## config.mk

```make
export PLATFORM = sky130hd
export DESIGN_NAME = uyvy_to_bgra_bt709
export DESIGN_NICKNAME = d
export VERILOG_FILES = /design/src/uyvy_pkg.sv /design/src/uyvy_chroma.sv /design/src/uyvy_lane.sv /design/src/uyvy_merge.sv /design/src/uyvy_to_bgra_bt709.sv
export SDC_FILE = /design/constraint.sdc
export NUM_CORES = 2
export LEC_CHECK = 0
export ABC_AREA = 1
export BUFFER_PORTS_ARGS = -buffer_cell sky130_fd_sc_hd__buf_4
export CELL_PAD_IN_SITES_DETAIL_PLACEMENT = 1
export CELL_PAD_IN_SITES_GLOBAL_PLACEMENT = 2
export CORE_UTILIZATION = 40
export CTS_CLUSTER_SIZE = 40
export DETAILED_ROUTE_END_ITERATION = 10
export PLACE_DENSITY = 0.82
export SLEW_MARGIN = 15
export SYNTH_ARGS = -nofsm -noshare
export SYNTH_HDL_FRONTEND = slang
export SYNTH_SLANG_ARGS = --single-unit
```

## constraint.sdc

```tcl
create_clock -name i_clk -period 8.5 [get_ports i_clk]
set_clock_uncertainty 0.15 [all_clocks]
set_input_delay 1.7 -clock i_clk [delete_from_list [all_inputs] [get_ports i_clk]]
set_output_delay 1.7 -clock i_clk [all_outputs]
set_load 0.01 [all_outputs]
```

## src/uyvy_pkg.sv

```systemverilog
// Package with item types, BT.709 fixed-point coefficients and arithmetic helpers.
package uyvy_pkg;

    localparam int CoefW = 23;
    localparam int OffsW = 9;
    localparam int ProdW = 30;
    localparam int AccW  = 32;
    localparam int FracW = 20;

    typedef logic signed [CoefW-1:0] t_coef;
    typedef logic signed [OffsW-1:0] t_offs;
    typedef logic signed [ProdW-1:0] t_prod;
    typedef logic signed [AccW-1:0]  t_acc;

    localparam t_coef KY  = 23'sd1220945;
    localparam t_coef KRV = 23'sd1879825;
    localparam t_coef KGU = -23'sd223607;
    localparam t_coef KGV = -23'sd558796;
    localparam t_coef KBU = 23'sd2215014;

    localparam t_offs LumaOfs   = 9'sd16;
    localparam t_offs ChromaOfs = 9'sd128;
    localparam t_acc  RoundHalf = t_acc'(1) <<< (FracW - 1);

    localparam logic [7:0] ChanMax     = 8'd255;
    localparam logic [7:0] AlphaOpaque = 8'd255;

    typedef struct packed {
        logic [7:0] cb_sample;
        logic [7:0] luma_first;
        logic [7:0] cr_sample;
        logic [7:0] luma_second;
    } t_in_item;

    typedef struct packed {
        logic [7:0] blue_first;
        logic [7:0] green_first;
        logic [7:0] red_first;
        logic [7:0] alpha_first;
        logic [7:0] blue_second;
        logic [7:0] green_second;
        logic [7:0] red_second;
        logic [7:0] alpha_second;
    } t_out_item;

    typedef struct packed {
        t_prod bu;
        t_prod gu;
        t_prod gv;
        t_prod rv;
    } t_chroma_prod;

    typedef struct packed {
        logic [7:0] blue;
        logic [7:0] green;
        logic [7:0] red;
    } t_pixel;

    function automatic t_offs remove_offset(input logic [7:0] x, input t_offs ofs);
        return $signed({1'b0, x}) - ofs;
    endfunction

    function automatic t_prod mul_coef(input t_coef coef, input t_offs offs);
        t_prod a;
        t_prod b;
        a = t_prod'(coef);
        b = t_prod'(offs);
        return a * b;
    endfunction

    function automatic logic [7:0] round_clamp(input t_acc acc);
        t_acc t;
        logic [AccW-FracW-1:0] q;
        t = acc + RoundHalf;
        q = t[AccW-1:FracW];
        if (t[AccW-1]) begin
            return 8'd0;
        end else if (|q[AccW-FracW-1:8]) begin
            return ChanMax;
        end else begin
            return q[7:0];
        end
    endfunction

endpackage

```

## src/uyvy_chroma.sv

```systemverilog
// Shared chroma products of one macropixel, registered for both pixel lanes.
module uyvy_chroma (
    input  logic                   i_clk,
    input  logic                   i_en,
    input  logic [7:0]             i_cb,
    input  logic [7:0]             i_cr,
    output uyvy_pkg::t_chroma_prod o_prod
);

    uyvy_pkg::t_offs        u;
    uyvy_pkg::t_offs        v;
    uyvy_pkg::t_chroma_prod n_prod;
    uyvy_pkg::t_chroma_prod r_prod;

    always_comb begin
        u         = uyvy_pkg::remove_offset(i_cb, uyvy_pkg::ChromaOfs);
        v         = uyvy_pkg::remove_offset(i_cr, uyvy_pkg::ChromaOfs);
        n_prod.bu = uyvy_pkg::mul_coef(uyvy_pkg::KBU, u);
        n_prod.gu = uyvy_pkg::mul_coef(uyvy_pkg::KGU, u);
        n_prod.gv = uyvy_pkg::mul_coef(uyvy_pkg::KGV, v);
        n_prod.rv = uyvy_pkg::mul_coef(uyvy_pkg::KRV, v);
    end

    always_ff @(posedge i_clk) begin
        if (i_en) begin
            r_prod <= n_prod;
        end
    end

    assign o_prod = r_prod;

endmodule

```

## src/uyvy_lane.sv

```systemverilog
// One pixel lane: luma product, then matrix sums with rounding and clamping.
module uyvy_lane (
    input  logic                   i_clk,
    input  logic                   i_en_mul,
    input  logic                   i_en_sum,
    input  logic [7:0]             i_luma,
    input  uyvy_pkg::t_chroma_prod i_chroma,
    output uyvy_pkg::t_pixel       o_pixel
);

    uyvy_pkg::t_prod  r_base;
    uyvy_pkg::t_acc   base;
    uyvy_pkg::t_pixel n_pixel;
    uyvy_pkg::t_pixel r_pixel;

    always_ff @(posedge i_clk) begin
        if (i_en_mul) begin
            r_base <= uyvy_pkg::mul_coef(uyvy_pkg::KY,
                uyvy_pkg::remove_offset(i_luma, uyvy_pkg::LumaOfs));
        end
    end

    always_comb begin
        base          = uyvy_pkg::t_acc'(r_base);
        n_pixel.blue  = uyvy_pkg::round_clamp(base + uyvy_pkg::t_acc'(i_chroma.bu));
        n_pixel.green = uyvy_pkg::round_clamp(base + uyvy_pkg::t_acc'(i_chroma.gu)
                                              + uyvy_pkg::t_acc'(i_chroma.gv));
        n_pixel.red   = uyvy_pkg::round_clamp(base + uyvy_pkg::t_acc'(i_chroma.rv));
    end

    always_ff @(posedge i_clk) begin
        if (i_en_sum) begin
            r_pixel <= n_pixel;
        end
    end

    assign o_pixel = r_pixel;

endmodule

```

## src/uyvy_merge.sv

```systemverilog
// Merges the two lane pixels into one BGRA item behind an output register and skid stage.
module uyvy_merge (
    input  logic                i_clk,
    input  logic                i_rst_n,
    input  logic                i_valid,
    output logic                o_stall,
    input  uyvy_pkg::t_pixel    i_first,
    input  uyvy_pkg::t_pixel    i_second,
    output logic                o_valid,
    input  logic                i_stall,
    output uyvy_pkg::t_out_item o_item
);

    uyvy_pkg::t_out_item merged;
    uyvy_pkg::t_out_item r_out;
    uyvy_pkg::t_out_item r_skid;
    logic                r_out_valid;
    logic                r_skid_valid;

    always_comb begin
        merged.blue_first   = i_first.blue;
        merged.green_first  = i_first.green;
        merged.red_first    = i_first.red;
        merged.alpha_first  = uyvy_pkg::AlphaOpaque;
        merged.blue_second  = i_second.blue;
        merged.green_second = i_second.green;
        merged.red_second   = i_second.red;
        merged.alpha_second = uyvy_pkg::AlphaOpaque;
    end

    always_ff @(posedge i_clk) begin
        if (!i_rst_n) begin
            r_out_valid  <= 1'b0;
            r_skid_valid <= 1'b0;
        end else if (!r_out_valid || !i_stall) begin
            if (r_skid_valid) begin
                r_out_valid  <= 1'b1;
                r_skid_valid <= 1'b0;
            end else begin
                r_out_valid <= i_valid;
            end
        end else if (i_valid && !r_skid_valid) begin
            r_skid_valid <= 1'b1;
        end
    end

    always_ff @(posedge i_clk) begin
        if (!r_out_valid || !i_stall) begin
            r_out <= r_skid_valid ? r_skid : merged;
        end else if (i_valid && !r_skid_valid) begin
            r_skid <= merged;
        end
    end

    assign o_stall = r_skid_valid;
    assign o_valid = r_out_valid;
    assign o_item  = r_out;

endmodule

```

## src/uyvy_to_bgra_bt709.sv

```systemverilog
// Top level of the UYVY 4:2:2 to BGRA converter with the BT.709 matrix.
//
//   Channel  Direction  Handshake           Item
//   input    in         i_valid / o_stall   one UYVY macropixel (t_in_item)
//   output   out        o_valid / i_stall   two BGRA pixels (t_out_item)
//
// One item is accepted per clock while o_stall is low; a taken item passes the multiplier,
// sum and merge output registers in that order; the multiplier and sum stages are pipelined.
// Reset clears the valid bits of the pipeline and of the output and skid registers.
// An output stall is absorbed by the skid register; o_stall rises only when it is full.
module uyvy_to_bgra_bt709 (
    input  logic                i_clk,
    input  logic                i_rst_n,
    input  logic                i_valid,
    output logic                o_stall,
    input  uyvy_pkg::t_in_item  i_item,
    output logic                o_valid,
    input  logic                i_stall,
    output uyvy_pkg::t_out_item o_item
);

    logic                   r_valid_mul;
    logic                   r_valid_sum;
    logic                   merge_stall;
    logic                   en_mul;
    logic                   en_sum;
    uyvy_pkg::t_chroma_prod chroma;
    uyvy_pkg::t_pixel       pix_first;
    uyvy_pkg::t_pixel       pix_second;

    assign en_sum  = !r_valid_sum || !merge_stall;
    assign en_mul  = !r_valid_mul || en_sum;
    assign o_stall = !en_mul;

    always_ff @(posedge i_clk) begin
        if (!i_rst_n) begin
            r_valid_mul <= 1'b0;
            r_valid_sum <= 1'b0;
        end else begin
            if (en_mul) begin
                r_valid_mul <= i_valid;
            end
            if (en_sum) begin
                r_valid_sum <= r_valid_mul;
            end
        end
    end

    uyvy_chroma u_chroma (
        .i_clk  (i_clk),
        .i_en   (en_mul),
        .i_cb   (i_item.cb_sample),
        .i_cr   (i_item.cr_sample),
        .o_prod (chroma)
    );

    uyvy_lane u_lane_first (
        .i_clk    (i_clk),
        .i_en_mul (en_mul),
        .i_en_sum (en_sum),
        .i_luma   (i_item.luma_first),
        .i_chroma (chroma),
        .o_pixel  (pix_first)
    );

    uyvy_lane u_lane_second (
        .i_clk    (i_clk),
        .i_en_mul (en_mul),
        .i_en_sum (en_sum),
        .i_luma   (i_item.luma_second),
        .i_chroma (chroma),
        .o_pixel  (pix_second)
    );

    uyvy_merge u_merge (
        .i_clk    (i_clk),
        .i_rst_n  (i_rst_n),
        .i_valid  (r_valid_sum),
        .o_stall  (merge_stall),
        .i_first  (pix_first),
        .i_second (pix_second),
        .o_valid  (o_valid),
        .i_stall  (i_stall),
        .o_item   (o_item)
    );

endmodule
```

==> load_flow_metrics.sql <==
INSERT INTO impl_metrics (metric_group, metric, value, unit) VALUES
('placement', 'place_congestion', '0.946', ''),
('setup_path', 'cp_top_family', 'adder cells', ''),
('floorplan', 'core.rowCount', '116', ''),
('timing', 'final_min_period_over_clock_period', '0.791', ''),
('synth', 'synth_ff_type', 'sky130_fd_sc_hd__edfxtp_1', ''),
('outcome', 'outcome', 'complete, no violations', ''),
('cts', 'path_clk_slew', '60', 'ps'),
('timing', 'final.min_clock_period', '6720', 'ps'),
('setup_path', 'cp_slowest_cell', 'sky130_fd_sc_hd__fa_1', ''),
('global_routing', 'pin_count_of_the_biggest_net_entering_global_routing', '90', ''),
('synth', 'avgSynthCellArea', '8.08', 'um^2'),
('detailed_routing', 'drt-met1-wl', '62000', 'um'),
('detailed_routing', 'met3WireLength', '4920', 'um'),
('timing', 'grt_setup_unrepaired', 'no', ''),
('cts', 'cts_root_buf', 'sky130_fd_sc_hd__clkbuf_16', ''),
('detailed_routing', 'drt_first_iter_violations', '1814', ''),
('cts', 'cts-resized-gates', '0', ''),
('detailed_routing', 'per_cell_via_count_in_the_routed_design', '5.04', ''),
('synth', 'ffs_latches_synth', '320', ''),
('cts', 'cts_setup_buffers', '0', ''),
('layout', 'finalNetCount', '6196', ''),
('synth', 'seq_area_frac_synth', '0.235', ''),
('setup_path', 'critPathCaptureType', 'register', ''),
('layout', 'drive_above_1_share', '0.0449', ''),
('setup_path', 'crit_path_cell_trace', 'buf_4 -> inv_1 -> ha_1 -> nand2_1 -> nor2_1 -> ha_1 -> inv_1 -> fa_1 -> inv_1 -> ha_1 -> inv_1 -> fa_1 -> inv_1 -> ha_1 -> ha_1 -> a21oi_1 -> o21ai_0 -> a21oi_1 -> o21ai_0 -> a21oi_1 -> inv_1 -> a21oi_1 -> o21ai_0 -> xor2_1', ''),
('timing', 'timing.fmax', '149', 'MHz'),
('synth', 'share_of_flip_flops_with_an_asynchronous_set_or_reset', '0', ''),
('detailed_routing', 'route.detailed.drc', '0', ''),
('timing', 'timing.final.max_slew_violations', '0', ''),
('timing', 'tightest_slew', '1130', 'ps'),
('global_routing', 'grt_pass1_wl', '202000', 'um'),
('timing', 'timing.setup.tns', '0', 'ps'),
('floorplan', 'core_region_area', '101000', 'um^2'),
('setup_path', 'timing.critical_path.slowest_cell_delay', '530', 'ps'),
('setup_path', 'ws_path_type', 'in2reg', ''),
('cts', 'cts_made_buffers', '39', ''),
('global_routing', 'grt_antenna_before_repair', '4', ''),
('setup_path', 'crit_buf_inv', '7', ''),
('detailed_routing', 'route.top_layer_used', 'met4', ''),
('worst_hold_path', 'holdCritPathClass', 'reg2reg', ''),
('setup_path', 'critPathMostFrequentCell', 'sky130_fd_sc_hd__inv_1', ''),
('setup_path', 'worst_setup_path_start_kind', 'input port', ''),
('synth', 'synthCells', '5045', ''),
('detailed_routing', 'detail-route-antenna-nets', '0', ''),
('layout', 'area.growth.synth_to_final', '8.81', '%'),
('floorplan', 'die-area', '103000', 'um^2'),
('detailed_routing', 'routed_wirelength', '131000', 'um'),
('timing', 'hold_violations', '0', ''),
('cts', 'tritoncts', 'yes', ''),
('floorplan', 'fp.dieW', '321', 'um'),
('cts', 'clock-sinks', '320', ''),
('timing', 'relSlewSlack', '0.247', ''),
('synth', 'synthesis.area', '40700', 'um^2'),
('synth', 'ys_types', '47', ''),
('cts', 'cts-htree-levels', '2', ''),
('global_routing', 'global_route.usage.total', '0.258', ''),
('cts', 'latest_clock_arrival_within_the_worst_skew_pair', '570', 'ps'),
('placement', 'post-dp-hpwl', '113000', 'um'),
('detailed_routing', 'drt_first_pass_iters', '5', ''),
('floorplan', 'die_h', '321', 'um'),
('setup_path', 'critical_path_arrival', '6860', 'ps'),
('detailed_routing', 'avgRoutedWirePerCell', '19.9', 'um'),
('synth', 'synth-edff-count', '316', ''),
('floorplan', 'io_pins', '102', ''),
('cts', 'clock_tree.buffer_depth', '3', ''),
('timing', 'setup-violations-final', '0', ''),
('synth', 'ys_warn_count', '0', ''),
('global_routing', 'grt_pass1_vias', '34719', ''),
('detailed_routing', 'vias', '33058', ''),
('setup_path', 'cp.required', '8640', 'ps'),
('detailed_routing', 'dr_wl_met2', '60100', 'um'),
('job', 'maxCapViolations', '0', ''),
('placement', 'io_buffers', '85', ''),
('global_routing', 'grt_remaining_overflow', '0', ''),
('setup_path', 'worstPathMaxFanout', '8', ''),
('floorplan', 'initial_utilization', '0.405', ''),
('cts', 'cts_hold_buf', '0', '');
==> per-stage QoR <==
stage / util / std cells / worst slack, ps / cell area [um^2] / hold slack, ps
after floorplan: - / 5060 / 1650 / 40800 / 277
after global placement: 0.428 / 6482 / 1340 / 43000 / 279
after detailed placement: 0.428 / 6482 / 1230 / 43000 / 286
after CTS: 0.441 / 6552 / 1790 / 44300 / 299
after global routing: 0.441 / 6552 / 1410 / 44300 / 304
final: 0.441 / 6555 / 1780 / 44300 / 296
==> routing by layer <==
metal	track usage	vias up
met1	0.356	15890
met4	0.0643	0
met3	0.0258	119
met5	0	-
li1	-	16538
met2	0.431	511
==> worst reg2reg max path: stages (launching register included) <==
cell                       delay [ps]
sky130_fd_sc_hd__edfxtp_1         680
sky130_fd_sc_hd__fa_1             530
sky130_fd_sc_hd__ha_1             320
sky130_fd_sc_hd__ha_1             330
sky130_fd_sc_hd__a21oi_1          130
sky130_fd_sc_hd__o31ai_1          110
sky130_fd_sc_hd__a21boi_0         620
sky130_fd_sc_hd__o21ai_0          320
sky130_fd_sc_hd__nand3_1          140
sky130_fd_sc_hd__nand2_1          100
sky130_fd_sc_hd__xnor2_1          540
sky130_fd_sc_hd__a31oi_1          310
==> cells in the mapped netlist (15+ instances only) <==
library cell / number / share of area
sky130_fd_sc_hd__xor2_1: 131 / 0.028
sky130_fd_sc_hd__ha_1: 740 / 0.23
sky130_fd_sc_hd__inv_1: 955 / 0.088
sky130_fd_sc_hd__a21o_1: 25 / 0.0046
sky130_fd_sc_hd__edfxtp_1: 316 / 0.23
sky130_fd_sc_hd__nand2_2: 19 / 0.0029
sky130_fd_sc_hd__nor3_1: 36 / 0.0044
sky130_fd_sc_hd__a21oi_1: 276 / 0.034
sky130_fd_sc_hd__xnor2_1: 71 / 0.015
sky130_fd_sc_hd__nor2_2: 26 / 0.0040
sky130_fd_sc_hd__o21ai_0: 107 / 0.013
sky130_fd_sc_hd__nand2_1: 1343 / 0.12
sky130_fd_sc_hd__buf_4: 16 / 0.0029
sky130_fd_sc_hd__nand3_1: 208 / 0.026
sky130_fd_sc_hd__fa_1: 254 / 0.12
sky130_fd_sc_hd__a31oi_1: 30 / 0.0046
sky130_fd_sc_hd__nand4_1: 48 / 0.0074
sky130_fd_sc_hd__nor2_1: 285 / 0.026
sky130_fd_sc_hd__o21a_1: 15 / 0.0028
==> flip-flops by register name (all words and copies together) (netlist names) <==
| signal | cells |
|---|---|
| u_merge.o_item | 48 |
| u_merge.r_skid | 48 |
| r_valid_sum | 1 |
| r_valid_mul | 1 |
| u_lane_second.r_base | 30 |
| u_lane_second.o_pixel | 24 |
| u_lane_first.o_pixel | 24 |
| u_merge.o_stall | 1 |
| u_chroma.o_prod | 112 |
| u_lane_first.r_base | 30 |
| u_merge.o_valid | 1 |
==> logic make-up after synthesis <==
kind of cell               count (synthesis)  share of synthesized area
AOI/OAI and AO/OA                        514                     0.0708
xor gates and xnor gates                 202                     0.0434
adders and majority gates                994                      0.352
buffers and inverters                    987                     0.0924
DFF                                      320                      0.235
other                                      2                   0.000184
and+or+nand+nor                         2026                      0.206
==> layout by cell type (no fill, tap or decap), drive strengths merged, types with 3 or more instances in the layout <==
| cell | count |
|---|---|
| a211oi | 4 |
| a21boi | 8 |
| a21o | 25 |
| a21oi | 277 |
| a221oi | 5 |
| a31oi | 30 |
| and2 | 11 |
| and3 | 3 |
| buf | 92 |
| bufinv | 4 |
| clkbuf | 46 |
| clkinv | 15 |
| clkinvlp | 4 |
| conb | 17 |
| dfxtp | 4 |
| diode | 3 |
| edfxtp | 316 |
| fa | 254 |
| ha | 740 |
| inv | 961 |
| nand2 | 1364 |
| nand3 | 211 |
| nand3b | 9 |
| nand4 | 48 |
| nor2 | 320 |
| nor3 | 36 |
| nor3b | 5 |
| nor4 | 12 |
| o211ai | 11 |
| o21a | 15 |
| o21ai | 109 |
| o21bai | 14 |
| o221ai | 5 |
| o311ai | 3 |
| o31ai | 6 |
| or2 | 7 |
| xnor2 | 71 |
| xor2 | 131 |
==> cell type report <==
| cell class | count | area (um^2) |
|---|---|---|
| Fill cell | 12315 | 56200 |
| Multi-Input combinational cell | 3753 | 27500 |
| Sequential cell | 320 | 9570 |
| Inverter | 960 | 3610 |
| Tap cell | 1357 | 1700 |
| Clock buffer | 46 | 1040 |
| Timing Repair Buffer | 92 | 691 |
| Clock inverter | 24 | 239 |
| Antenna cell | 3 | 7.51 |
==> worst paths after layout <==
kind	cells past startpoint	start	slack (ps)	to
setup / recovery	24	i_item[20]	1780	u_lane_first.r_base[24]$_DFFE_PN_
hold reg to reg	0	u_lane_second.o_pixel[20]$_SDFFCE_PP0P_	300	u_merge.r_skid[28]$_DFFE_PP_
setup reg to reg	11	u_lane_second.r_base[4]$_DFFE_PN_	3860	u_lane_second.o_pixel[11]$_SDFFCE_PP0P_
hold / removal	0	u_lane_second.o_pixel[20]$_SDFFCE_PP0P_	300	u_merge.r_skid[28]$_DFFE_PP_
Power is left out: the tool's default activity adds up to more than one toggle a clock period on the data nets, which glitch-free logic cannot reach.
